## config.mk

```make
export PLATFORM = sky130hd
export DESIGN_NAME = utf16_to_utf8_transcoder_top
export DESIGN_NICKNAME = d
export VERILOG_FILES = /design/src/sv/u16u8_pkg.sv /design/src/sv/utf16_to_utf8_transcoder_top.sv /design/src/sv/u16u8_front.sv /design/src/sv/u16u8_queue.sv /design/src/sv/u16u8_back.sv
export VERILOG_INCLUDE_DIRS = /design/src /design/src/sv
export SDC_FILE = /design/constraint.sdc
export NUM_CORES = 1
export LEC_CHECK = 0
export BUFFER_PORTS_ARGS = -buffer_cell sky130_fd_sc_hd__buf_2
export CAP_MARGIN = 20
export CORE_ASPECT_RATIO = 1.1
export CORE_MARGIN = 4
export CORE_UTILIZATION = 63
export DETAILED_ROUTE_END_ITERATION = 16
export PLACE_DENSITY = 0.92
export SYNTH_ARGS = -nofsm -noshare
export SYNTH_HDL_FRONTEND = slang
export SYNTH_HIERARCHICAL = 1
export SYNTH_SLANG_ARGS = --single-unit
```

## constraint.sdc

```tcl
create_clock -name clk -period 7.1 [get_ports clk]
set_input_delay 1.42 -clock clk [delete_from_list [all_inputs] [get_ports clk]]
set_output_delay 1.42 -clock clk [all_outputs]
set_load 0.1 [all_outputs]
```

## src/sv/assert_macros.svh

```systemverilog
// Assertion macros shared by the transcoder RTL.
// Each macro expects clk and arst_n to be visible at the point of use.
`ifndef ASSERT_MACROS_SVH
`define ASSERT_MACROS_SVH

// Same-cycle implication, checked out of reset.
`define ASSERT_IMPLIES(lbl, ante, cons) \
	lbl: assert property (@(posedge clk) disable iff (!arst_n) (ante) |-> (cons)) \
		else $error("assertion failed");

// Next-cycle implication, checked out of reset.
`define ASSERT_NEXT(lbl, ante, cons) \
	lbl: assert property (@(posedge clk) disable iff (!arst_n) (ante) |=> (cons)) \
		else $error("assertion failed");

`endif

```

## src/sv/u16u8_pkg.sv

```systemverilog
// Package for the UTF-16 to UTF-8 transcoder: payload types, mode codes,
// the queue entry type and the UTF-8 encoder function. No dependencies.
`timescale 1ns / 1ps

package u16u8_pkg;

	localparam logic [1:0] MODE_8  = 2'd0;
	localparam logic [1:0] MODE_16 = 2'd1;
	localparam logic [1:0] MODE_32 = 2'd2;

	localparam int QUEUE_DEPTH_DEF = 2;

	localparam logic [31:0] CP_MAX      = 32'h0010_FFFF;
	localparam logic [31:0] SUR_FIRST   = 32'h0000_D800;
	localparam logic [31:0] SUR_LAST    = 32'h0000_DFFF;
	localparam logic [20:0] REPLACEMENT = 21'h00_FFFD;
	localparam logic [20:0] SUPP_BASE   = 21'h01_0000;

	// U+FFFD encoded
	localparam logic [7:0] REPL_B0 = 8'hEF;
	localparam logic [7:0] REPL_B1 = 8'hBF;
	localparam logic [7:0] REPL_B2 = 8'hBD;

	typedef struct packed {
		logic [31:0] code_unit;
		logic        end_of_string;
	} unit_t;

	typedef struct packed {
		logic [7:0] utf8_byte;
		logic       last_of_run;
	} byte_t;

	// One classified item: an optional U+FFFD for a dropped surrogate,
	// then an optional code point (already sanitized).
	typedef struct packed {
		logic        flush;
		logic        has_cp;
		logic [20:0] cp;
	} entry_t;

	typedef struct packed {
		logic [2:0]      len;
		logic [3:0][7:0] bytes;
	} enc_t;

	function automatic enc_t utf8_encode(input logic [20:0] cp);
		enc_t e;
		e.bytes = '0;
		if (cp <= 21'h7F) begin
			e.len      = 3'd1;
			e.bytes[0] = {1'b0, cp[6:0]};
		end else if (cp <= 21'h7FF) begin
			e.len      = 3'd2;
			e.bytes[0] = {3'b110, cp[10:6]};
			e.bytes[1] = {2'b10, cp[5:0]};
		end else if (cp <= 21'hFFFF) begin
			e.len      = 3'd3;
			e.bytes[0] = {4'b1110, cp[15:12]};
			e.bytes[1] = {2'b10, cp[11:6]};
			e.bytes[2] = {2'b10, cp[5:0]};
		end else begin
			e.len      = 3'd4;
			e.bytes[0] = {5'b11110, cp[20:18]};
			e.bytes[1] = {2'b10, cp[17:12]};
			e.bytes[2] = {2'b10, cp[11:6]};
			e.bytes[3] = {2'b10, cp[5:0]};
		end
		return e;
	endfunction

endpackage

```

## src/sv/utf16_to_utf8_transcoder_top.sv

```systemverilog
// UTF-16 to UTF-8 transcoder. An accepted item passes the entry queue and
// the output register before its first byte shows. One output byte per
// cycle unless byte_stall; an item yields 1 to 7 bytes (up to 4 for one
// code point, 3 more for a flushed surrogate), a held high surrogate none.
// Items are taken every cycle while the entry queue has room. Reset (arst_n
// low) empties queue and output, drops held surrogate, sets 16-bit unit mode.
`timescale 1ns / 1ps

module utf16_to_utf8_transcoder_top #(
	parameter int QUEUE_DEPTH = u16u8_pkg::QUEUE_DEPTH_DEF
) (
	input  logic              clk,
	input  logic              arst_n,
	// code unit input channel
	input  logic              unit_valid,
	output logic              unit_stall,
	input  u16u8_pkg::unit_t  unit_item,
	// UTF-8 byte output channel
	output logic              byte_valid,
	input  logic              byte_stall,
	output u16u8_pkg::byte_t  byte_item,
	// unit width mode register write
	input  logic              cfg_valid,
	output logic              cfg_ready,
	input  logic [1:0]        cfg_data
);

	// mode register: 0 = 8-bit, 1 = 16-bit with surrogates, 2/3 = 32-bit
	logic [1:0] mode_q;

	logic              accept, push, full, nonempty, pop;
	u16u8_pkg::entry_t new_entry, head_entry;

	assign cfg_ready = 1'b1;

	always_ff @(posedge clk or negedge arst_n) begin
		if (!arst_n)
			mode_q <= u16u8_pkg::MODE_16;
		else if (cfg_valid && cfg_ready)
			mode_q <= cfg_data;
	end

	// the front stalls only when the queue has no free slot
	assign unit_stall = full;
	assign accept     = unit_valid && !unit_stall;

	// classification and surrogate pairing
	u16u8_front u_front (
		.clk    (clk),
		.arst_n (arst_n),
		.mode   (mode_q),
		.accept (accept),
		.unit   (unit_item),
		.push   (push),
		.entry  (new_entry)
	);

	// decouples item intake from byte output
	u16u8_queue #(
		.DEPTH (QUEUE_DEPTH)
	) u_queue (
		.clk      (clk),
		.arst_n   (arst_n),
		.push     (push),
		.wr_entry (new_entry),
		.pop      (pop),
		.full     (full),
		.nonempty (nonempty),
		.rd_entry (head_entry)
	);

	// byte serializer with registered output
	u16u8_back u_back (
		.clk        (clk),
		.arst_n     (arst_n),
		.head_valid (nonempty),
		.head       (head_entry),
		.pop        (pop),
		.byte_valid (byte_valid),
		.byte_stall (byte_stall),
		.byte_item  (byte_item)
	);

endmodule

```

## src/sv/u16u8_front.sv

```systemverilog
// Front end: accepts code units, tracks the held high surrogate and
// classifies each item into a queue entry. Depends on u16u8_pkg.
`timescale 1ns / 1ps
`include "assert_macros.svh"

module u16u8_front (
	input  logic               clk,
	input  logic               arst_n,
	input  logic [1:0]         mode,
	input  logic               accept,
	input  u16u8_pkg::unit_t   unit,
	output logic               push,
	output u16u8_pkg::entry_t  entry
);

	logic       pending_q;
	logic [9:0] held_q;

	logic [15:0] u;
	logic        is_hi, is_lo, mode16, pend_d;
	logic [31:0] wide;

	assign u      = unit.code_unit[15:0];
	assign is_hi  = (u[15:10] == 6'b110110);
	assign is_lo  = (u[15:10] == 6'b110111);
	assign mode16 = (mode == u16u8_pkg::MODE_16);
	assign wide   = (mode == u16u8_pkg::MODE_8) ? {24'd0, unit.code_unit[7:0]}
	                                            : unit.code_unit;

	always_comb begin
		entry.flush  = pending_q && !(mode16 && is_lo);
		entry.has_cp = 1'b1;
		entry.cp     = u16u8_pkg::REPLACEMENT;
		pend_d       = 1'b0;
		if (mode16) begin
			priority if (pending_q && is_lo) begin
				entry.cp = u16u8_pkg::SUPP_BASE + {1'b0, held_q, u[9:0]};
			end else if (is_hi) begin
				// end of string drops the high half at once
				entry.has_cp = unit.end_of_string;
				pend_d       = !unit.end_of_string;
			end else if (is_lo) begin
				entry.cp = u16u8_pkg::REPLACEMENT;
			end else begin
				entry.cp = {5'd0, u};
			end
		end else begin
			if (wide > u16u8_pkg::CP_MAX ||
			    (wide >= u16u8_pkg::SUR_FIRST && wide <= u16u8_pkg::SUR_LAST))
				entry.cp = u16u8_pkg::REPLACEMENT;
			else
				entry.cp = wide[20:0];
		end
	end

	assign push = accept && (entry.flush || entry.has_cp);

	always_ff @(posedge clk or negedge arst_n) begin
		if (!arst_n) begin
			pending_q <= 1'b0;
			held_q    <= '0;
		end else if (accept) begin
			pending_q <= pend_d;
			if (pend_d)
				held_q <= u[9:0];
		end
	end

	// a surrogate is only ever held in 16-bit mode
	`ASSERT_NEXT(a_hold_only_16, accept && !mode16, !pending_q)
	// an item that is not pushed must leave a surrogate held
	`ASSERT_NEXT(a_silent_holds, accept && !push, pending_q)

endmodule

```

## src/sv/u16u8_queue.sv

```systemverilog
// Small FIFO between the classifier and the byte serializer.
// Depends on u16u8_pkg for the entry type.
`timescale 1ns / 1ps
`include "assert_macros.svh"

module u16u8_queue #(
	parameter int DEPTH = u16u8_pkg::QUEUE_DEPTH_DEF
) (
	input  logic               clk,
	input  logic               arst_n,
	input  logic               push,
	input  u16u8_pkg::entry_t  wr_entry,
	input  logic               pop,
	output logic               full,
	output logic               nonempty,
	output u16u8_pkg::entry_t  rd_entry
);

	localparam int PW = (DEPTH > 1) ? $clog2(DEPTH) : 1;
	localparam int CW = $clog2(DEPTH + 1);

	u16u8_pkg::entry_t ent_q [DEPTH];
	logic [PW-1:0] wr_ptr_q, rd_ptr_q;
	logic [CW-1:0] cnt_q;

	function automatic logic [PW-1:0] bump(input logic [PW-1:0] p);
		return (p == PW'(DEPTH - 1)) ? '0 : p + 1'b1;
	endfunction

	assign full     = (cnt_q == CW'(DEPTH));
	assign nonempty = (cnt_q != '0);
	assign rd_entry = ent_q[rd_ptr_q];

	always_ff @(posedge clk) begin
		if (push)
			ent_q[wr_ptr_q] <= wr_entry;
	end

	always_ff @(posedge clk or negedge arst_n) begin
		if (!arst_n) begin
			wr_ptr_q <= '0;
			rd_ptr_q <= '0;
			cnt_q    <= '0;
		end else begin
			if (push)
				wr_ptr_q <= bump(wr_ptr_q);
			if (pop)
				rd_ptr_q <= bump(rd_ptr_q);
			if (push && !pop)
				cnt_q <= cnt_q + 1'b1;
			else if (pop && !push)
				cnt_q <= cnt_q - 1'b1;
		end
	end

	`ASSERT_IMPLIES(a_no_overflow, push, !full)
	`ASSERT_IMPLIES(a_no_underflow, pop, nonempty)

endmodule

```

## src/sv/u16u8_back.sv

```systemverilog
// Back end: walks the head queue entry one byte per cycle, unless stalled,
// into the output register. Depends on u16u8_pkg.
`timescale 1ns / 1ps
`include "assert_macros.svh"

module u16u8_back (
	input  logic               clk,
	input  logic               arst_n,
	input  logic               head_valid,
	input  u16u8_pkg::entry_t  head,
	output logic               pop,
	output logic               byte_valid,
	input  logic               byte_stall,
	output u16u8_pkg::byte_t   byte_item
);

	logic [2:0]        pos_q;
	logic              out_vld_q;
	u16u8_pkg::byte_t  out_q;

	u16u8_pkg::enc_t enc;
	logic [2:0] off, total, k;
	logic [7:0] cur;
	logic       last, load;

	always_comb begin
		enc   = u16u8_pkg::utf8_encode(head.cp);
		off   = head.flush ? 3'd3 : 3'd0;
		total = off + (head.has_cp ? enc.len : 3'd0);
		k     = pos_q - off;
		last  = (pos_q == total - 3'd1);
		if (head.flush && pos_q < 3'd3) begin
			unique case (pos_q[1:0])
				2'd0:    cur = u16u8_pkg::REPL_B0;
				2'd1:    cur = u16u8_pkg::REPL_B1;
				default: cur = u16u8_pkg::REPL_B2;
			endcase
		end else begin
			cur = enc.bytes[k[1:0]];
		end
	end

	assign load = head_valid && (!out_vld_q || !byte_stall);
	assign pop  = load && last;

	always_ff @(posedge clk or negedge arst_n) begin
		if (!arst_n) begin
			pos_q     <= '0;
			out_vld_q <= 1'b0;
		end else if (load) begin
			out_vld_q <= 1'b1;
			pos_q     <= last ? 3'd0 : pos_q + 3'd1;
		end else if (!byte_stall) begin
			out_vld_q <= 1'b0;
		end
	end

	always_ff @(posedge clk) begin
		if (load) begin
			out_q.utf8_byte   <= cur;
			out_q.last_of_run <= last;
		end
	end

	assign byte_valid = out_vld_q;
	assign byte_item  = out_q;

	// never walk past the end of an entry
	`ASSERT_IMPLIES(a_pos_in_range, head_valid, pos_q < total)

endmodule
```

==> results of run 1 <==
-- how the worst max path moves through the flow --
stage / startpoint / to / slack [ps] / depth (start not counted)
floorplan: u_queue/rd_ptr_q / u_queue/cnt_q[1] / 3020 / 19
global placement: u_queue/rd_ptr_q / u_queue/cnt_q[1] / 2390 / 19
detailed placement: u_queue/rd_ptr_q / u_queue/cnt_q[1] / 2120 / 18
CTS: u_queue/rd_ptr_q / u_queue/cnt_q[1] / 2070 / 18
global route: u_queue/rd_ptr_q / u_queue/cnt_q[1] / 1670 / 19
finish: u_queue/rd_ptr_q / u_queue/cnt_q[1] / 2020 / 19
-- metal layers --
metal | share of wire (%) | track usage, % | wire length [um]
met1 | 39 | 27.3 | 3700
met2 | 52 | 42.9 | 4870
met3 | 6.0 | 4.74 | 566
met4 | 3.3 | 10.5 | 311
met5 | 0 | 0 | 0
-- cell families after synthesis --
kind of cell | after synthesis
flip-flops | 76
buffers and inverters | 30
AO/OA/AOI/OAI | 81
XOR/XNOR | 13
multiplexers | 35
adder cells (fa/ha/maj) | 10
AND/OR/NAND/NOR | 101
other | 1
-- registers in the layout (all words and copies together) (netlist names) --
name,cells
u_queue/ent_q,46
u_front/held_q,10
u_back/byte_item,9
u_back/pos_q,3
mode_q,2
u_queue/cnt_q,2
u_back/byte_valid,1
u_front/pending_q,1
u_queue/rd_ptr_q,1
u_queue/wr_ptr_q,1
-- critical path: stages (launching register included) --
cell and delay, ps:
dfrtp_1 740, buf_4 370, mux2_4 340, nor3_1 410
and2_1 380, nand3_1 280, nand3_1 160, ha_1 240
inv_1 70, ha_1 150, xor2_1 200, xnor2_1 190
a21oi_1 110, nor4_4 400, and2_1 250, inv_1 60
ha_1 190, xor2_1 150, nor2_1 140, xor2_1 150
-- through the flow --
stage	std cells	instance area [um^2]
5_1_grt	485	4700
2_1_floorplan	347	4240
3_3_place_gp	468	4500
6_report	485	4700
3_5_place_dp	468	4500
4_1_cts	484	4680
-- cell type report --
class | count | area share, %
Tap cell | 82 | 2.18
Clock inverter | 3 | 0.825
Multi-Input combinational cell | 241 | 40.1
Sequential cell | 76 | 46.4
Timing Repair Buffer | 54 | 6.12
Inverter | 16 | 1.28
Clock buffer | 13 | 3.17
-- power groups by stage --
stage          Clock (mW)  Combinational [mW]  Sequential, mW
3_5_place_dp            0                1.02           0.703
6_report            0.322                1.05           0.697
5_1_grt             0.349                1.12           0.707
2_1_floorplan           0               0.689           0.860
4_1_cts             0.324                1.03           0.697
3_3_place_gp            0                1.00           0.696
-- cell usage after synthesis, types with 2 or more instances --
master,number,area [um^2]
nand2b_1,10,62.6
a31oi_1,5,31.3
inv_1,15,56.3
o21a_1,3,22.5
o2bb2ai_1,4,35.0
o31ai_1,3,22.5
nor2b_1,5,31.3
o221ai_1,2,17.5
buf_1,2,7.51
o22ai_1,2,12.5
a21oi_1,18,90.1
mux2_2,16,180
a22oi_1,2,15.0
mux2_4,19,285
nand4_1,3,18.8
and2_1,5,31.3
dfrtp_1,20,500
a221oi_1,5,43.8
nand2_1,21,78.8
clkbuf_1,2,7.51
nand3_1,6,30.0
edfxtp_1,55,1650
a21o_1,2,15.0
or4_1,2,15.0
o211ai_1,10,75.1
buf_2,4,20.0
nor4b_1,2,17.5
nor3_4,2,32.5
nor4_1,3,18.8
nor3_1,8,40.0
or2_2,4,25.0
nand3b_1,2,15.0
buf_6,3,33.8
xor2_1,7,61.3
o21ai_0,11,55.1
buf_12,2,40.0
ha_1,10,125
a21boi_0,2,15.0
nor2_1,18,67.6
xnor2_1,6,52.6
==> reports/metrics.cfg, run 1 <==
[floorplanning]
num_rows = 31
dieArea_um2 = 8100
start_util_pct = 64.6
die_w_um = 86.2
coreArea_um2 = 6560
die_y_um = 94.0
io_pins = 52

[flow_run]
drv_cap = 0

[global_routing]
antenna_found_initial = 0
grt_pass1_wl_um = 14800
grt_usage_pct = 23.9
grt_pass1_vias = 3083
grt_max_degree = 24
grt-ovfl-total = 0

[clock_tree]
cts.sinks = 76
post_cts_buffers = 0
post_cts_resized = 0
cts_made_buffers = 9
cts_tree = built
cts.clk_slew.worst_paths_ps = 80
clock_latency_ps = 350
ctsHoldBuffers = 0
clockRootBuffer = clkbuf_8
htree_num_levels = 3
clock_path_buffers = 2

[setup_path]
r2r-start = u_queue/rd_ptr_q
r2r_slack_ps = 2020
cp.required_ps = 7380
crit_type = reg2reg
reg2reg_depth = 19
arrival_ps = 5360
start_kind = flip-flop
critPathMaxFanout = 13
worstSetupEndpointType = flip-flop
reg2reg_to = u_queue/cnt_q[1]

[place]
gp_congestion = 0.947
dp_hpwl_um = 6600
dp_slack_ps = 2120
port_buffers = 50

[layout]
final_nets = 448
drive_gt1_share_pct = 30.0
multi_input_area_um2 = 1880
layout_common_cells = 55 x edfxtp_1, 50 x buf_2, 21 x nand2_1, 20 x dfrtp_1, 19 x mux2_4
final_common_cell = edfxtp_1
regArea_um2 = 2180
nFillCells = 411
areaGrowthSynthToFinish_pct = 11.0
utilization_pct = 71.7
diodes = 0

[logic_synthesis]
async_flop_share_pct = 27.6
synth-compound-area-share_pct = 13.6
synth_flop_cell = edfxtp_1
synth_seq_cells = 76
synth_top_family_by_area = simple AND/OR/NAND/NOR gates
synthCells = 347
synthMuxAreaShare_pct = 11.0
synth_xor_xnor_area_share_pct = 2.69
yosys_warnings = 6
synth-simple-area-share_pct = 14.0
ys_types = 66
yosysSeqAreaShare_pct = 51.4
synthAdderAreaFrac_pct = 2.95
syn_area_per_cell_um2 = 12.2
syn_nets = 397
synth-edff-count = 55
syn_area_um2 = 4240

[power]
irDropWorstVdd_v = 0.000292
power.density_nw_per_um2 = 439
p_seq_share_pct = 33.7
finalPower_mw = 2.06
p_sw_share_pct = 43.6
leakagePower_nw = 1.84
p_int_mw = 1.16
clock_power_share_pct = 15.6
p_comb_share_pct = 50.7
power.switching_mw = 0.900

[route]
drc = 0
via_count = 3076
totalWireLength_um = 9440
drtPass1Iterations = 5
wl_per_cell_um = 19.5
ant_nets = 0
first_iter_violations = 258
routed_via_density = 6.34

[sta]
slew_viol_final = 0
hold_viol = 0
min_period_ps = 5080
finClkSkew_ps = 12.6
setup-tns-final_ps = 0
setup_violations = 0
slew_headroom_pct = 31.6
rsz0062_at_grt = no
period_share_pct = 71.5
worst_pin_slew_ps = 1030
fin_ws_ps = 2020
max_freq_mhz = 197
hold_ws_ps = 515

[status]
outcome = finished clean

[min_path]
worstHoldEndpoint = u_queue/wr_ptr_q
hold_depth = 1
min_path_type = reg2reg
holdCritStartpoint = u_queue/wr_ptr_q

Power figures use the tool's default switching activity.
==> inputs of run 2 (changes only) <==
--- a/config.mk
+++ b/config.mk
@@ -10,9 +10,9 @@
 export CAP_MARGIN = 20
 export CORE_ASPECT_RATIO = 1.1
 export CORE_MARGIN = 4
-export CORE_UTILIZATION = 63
+export CORE_UTILIZATION = 53
 export DETAILED_ROUTE_END_ITERATION = 16
-export PLACE_DENSITY = 0.92
+export PLACE_DENSITY = 0.83
 export SYNTH_ARGS = -nofsm -noshare
 export SYNTH_HDL_FRONTEND = slang
 export SYNTH_HIERARCHICAL = 1
==> constraint.sdc (replaced) <==
create_clock -name clk -period 4.4 [get_ports clk]
set_input_delay 0.88 -clock clk [delete_from_list [all_inputs] [get_ports clk]]
set_output_delay 0.88 -clock clk [all_outputs]
set_load 0.1 [all_outputs]
==> run 2 against run 1 <==
Wire length is 7.0% lower. Largest power group unchanged. Hold slack got worse by 33 ps. First-iteration DRC count fell by 29%.
==> reports/metrics.cfg, run 2 (synthesized netlist as in run 1, its figures left out) <==
[status]
outcome = finished clean

[clock_tree]
clockRootBuffer = clkbuf_8
post_cts_resized = 0  ; unchanged
cts.sinks = 76  ; unchanged
ctsHoldBuffers = 0  ; unchanged
cts_tree = built
cts_made_buffers = 9  ; unchanged
post_cts_buffers = 0  ; unchanged
cts.clk_slew.worst_paths_ps = 80  ; about the same
clock_path_buffers = 2  ; unchanged
clock_latency_ps = 350  ; about the same
htree_num_levels = 3  ; unchanged

[layout]
fin_area_um2 = 4780  ; +1.6%
utilization_pct = 62.9  ; -8.8 points
final_nets = 453  ; +1.1%
stdcell_count = 513  ; +5.8%
layout_common_cells = 55 x edfxtp_1, 50 x buf_2, 21 x nand2_1, 20 x dfrtp_1, 19 x mux2_4
drive_gt1_share_pct = 31.4  ; +1.3 points
largest_reg_flops = 46  ; unchanged
diodes = 0  ; unchanged
final_common_cell = edfxtp_1
top_register = u_queue/ent_q
areaGrowthSynthToFinish_pct = 12.8
nFillCells = 608  ; +48%

[sta]
slew_headroom_pct = 32.7  ; +1.1 points
hold_viol = 0  ; unchanged
rsz0062_at_grt = no
worst_pin_slew_ps = 1010  ; -16.0 ps
period_share_pct = 93.1  ; +22 points
hold_ws_ps = 482  ; -32.5 ps
slew_viol_final = 0  ; unchanged
finClkSkew_ps = 6.71  ; -5.90 ps
setup_violations = 0  ; unchanged
setup-tns-final_ps = 0  ; unchanged
min_period_ps = 4100  ; -979 ps
fin_ws_ps = 303  ; -1720 ps
max_freq_mhz = 244  ; +24%

[setup_path]
cp.required_ps = 4680  ; -2700 ps
critPathMaxFanout = 19  ; +6
cp-startpoint = u_queue/rd_ptr_q
arrival_ps = 4370  ; -990 ps
worstSetupEndpointType = flip-flop
start_kind = flip-flop
r2r-start = u_queue/rd_ptr_q
crit_type = reg2reg

[route]
wl_per_cell_um = 17.1  ; -12%
totalWireLength_um = 8780  ; -7.0%
routed_via_density = 5.80  ; -8.6%
ant_nets = 0  ; unchanged
via_count = 2973  ; -3.3%
first_iter_violations = 184  ; -29%
drc = 0  ; unchanged
drtPass1Iterations = 5  ; unchanged

[global_routing]
grt_max_degree = 24  ; unchanged
grt-ovfl-total = 0  ; unchanged
grt_usage_pct = 20.0  ; -3.9 points
grt_pass1_wl_um = 14500  ; -1.8%
antenna_found_initial = 0  ; unchanged
grt_pass1_vias = 2931  ; -4.9%

[min_path]
min_path_type = in2async

[floorplanning]
num_rows = 33  ; +6.5%
die_y_um = 102  ; +8.3%
die_w_um = 93.2  ; +8.2%
io_pins = 52  ; unchanged
coreArea_um2 = 7600  ; +16%
start_util_pct = 55.7  ; -8.9 points
dieArea_um2 = 9490  ; +17%

[flow_run]
drv_cap = 0  ; unchanged

[place]
port_buffers = 50  ; unchanged
dp_hpwl_um = 6720  ; +1.9%
gp_congestion = 0.987  ; +4.3%
dp_slack_ps = 315  ; -1800 ps
placed_cell_area_um2 = 4580  ; +1.9%
dp_cells = 497  ; +6.2%

[power]
finalPower_mw = 3.32  ; +61%
power.density_nw_per_um2 = 695  ; +58%
leakagePower_nw = 1.87  ; +1.6%
irDropWorstVdd_v = 0.000344  ; +18%

run 2: cell types whose count changed in the layout (fill, tap and decap cells not counted), sizes merged:
| cell | previous run | this run |
|---|---|---|
| buf | 54 | 59 |
| clkbuf | 13 | 11 |
| clkinv | 3 | 4 |
| inv | 15 | 16 |
run 2: path summary, 6_finish.rpt:
check	end	slack (ps)	depth (start not counted)
min in group clk	u_queue/cnt_q[1]	480	1
max	u_queue/cnt_q[1]	300	18
max reg2reg	u_queue/cnt_q[1]	300	18
min reg2reg	u_queue/cnt_q[1]	480	1
min	u_front/held_q[9]	480	1
max in group asynchronous	mode_q[0]	3560	1
run 2: worst max-delay path, stage by stage, from the launching register on:
cell      delay (ps)
dfrtp_1          570
buf_12           230
mux2_2           400
nor4_2           320
buf_4            250
o211ai_1         120
ha_1             210
inv_1             50
ha_1             140
xor2_1           200
xnor2_1          160
a21oi_1          100
nor4_4           400
and2_1           230
inv_1             60
ha_1             180
xor2_1           140
nor2_1           110
xor2_1           150
run 2: routing by layer:
layer  wire length, um  GRT usage (%)  up-vias  share of wire [%]
li1                  -              -     1423                  -
met1              3680           24.9     1406                 42
met4               235           9.92        0                2.7
met5                 0              0        -                  0
met3               466           2.82       18                5.3
met2              4400           34.0      126                 50
run 2: area by class of cell:
cell class / instances / area [um^2] / share of cell area, %
clock inverters: 5 / 61.3 / 1.28
clock buffers: 11 / 131 / 2.75
repair buffers: 59 / 330 / 6.92
well taps: 105 / 131 / 2.75
inverters: 16 / 60.1 / 1.26
multi-input cells: 241 / 1880 / 39.4
flip-flops and latches: 76 / 2180 / 45.6
run 2: report_power, final:
part	leakage, nW	switching [mW]	total [mW]	internal (mW)
combinational	1.00	1.09	1.70	0.605
clock	0.0979	0.255	0.520	0.265
sequential	0.766	0.0887	1.10	1.01
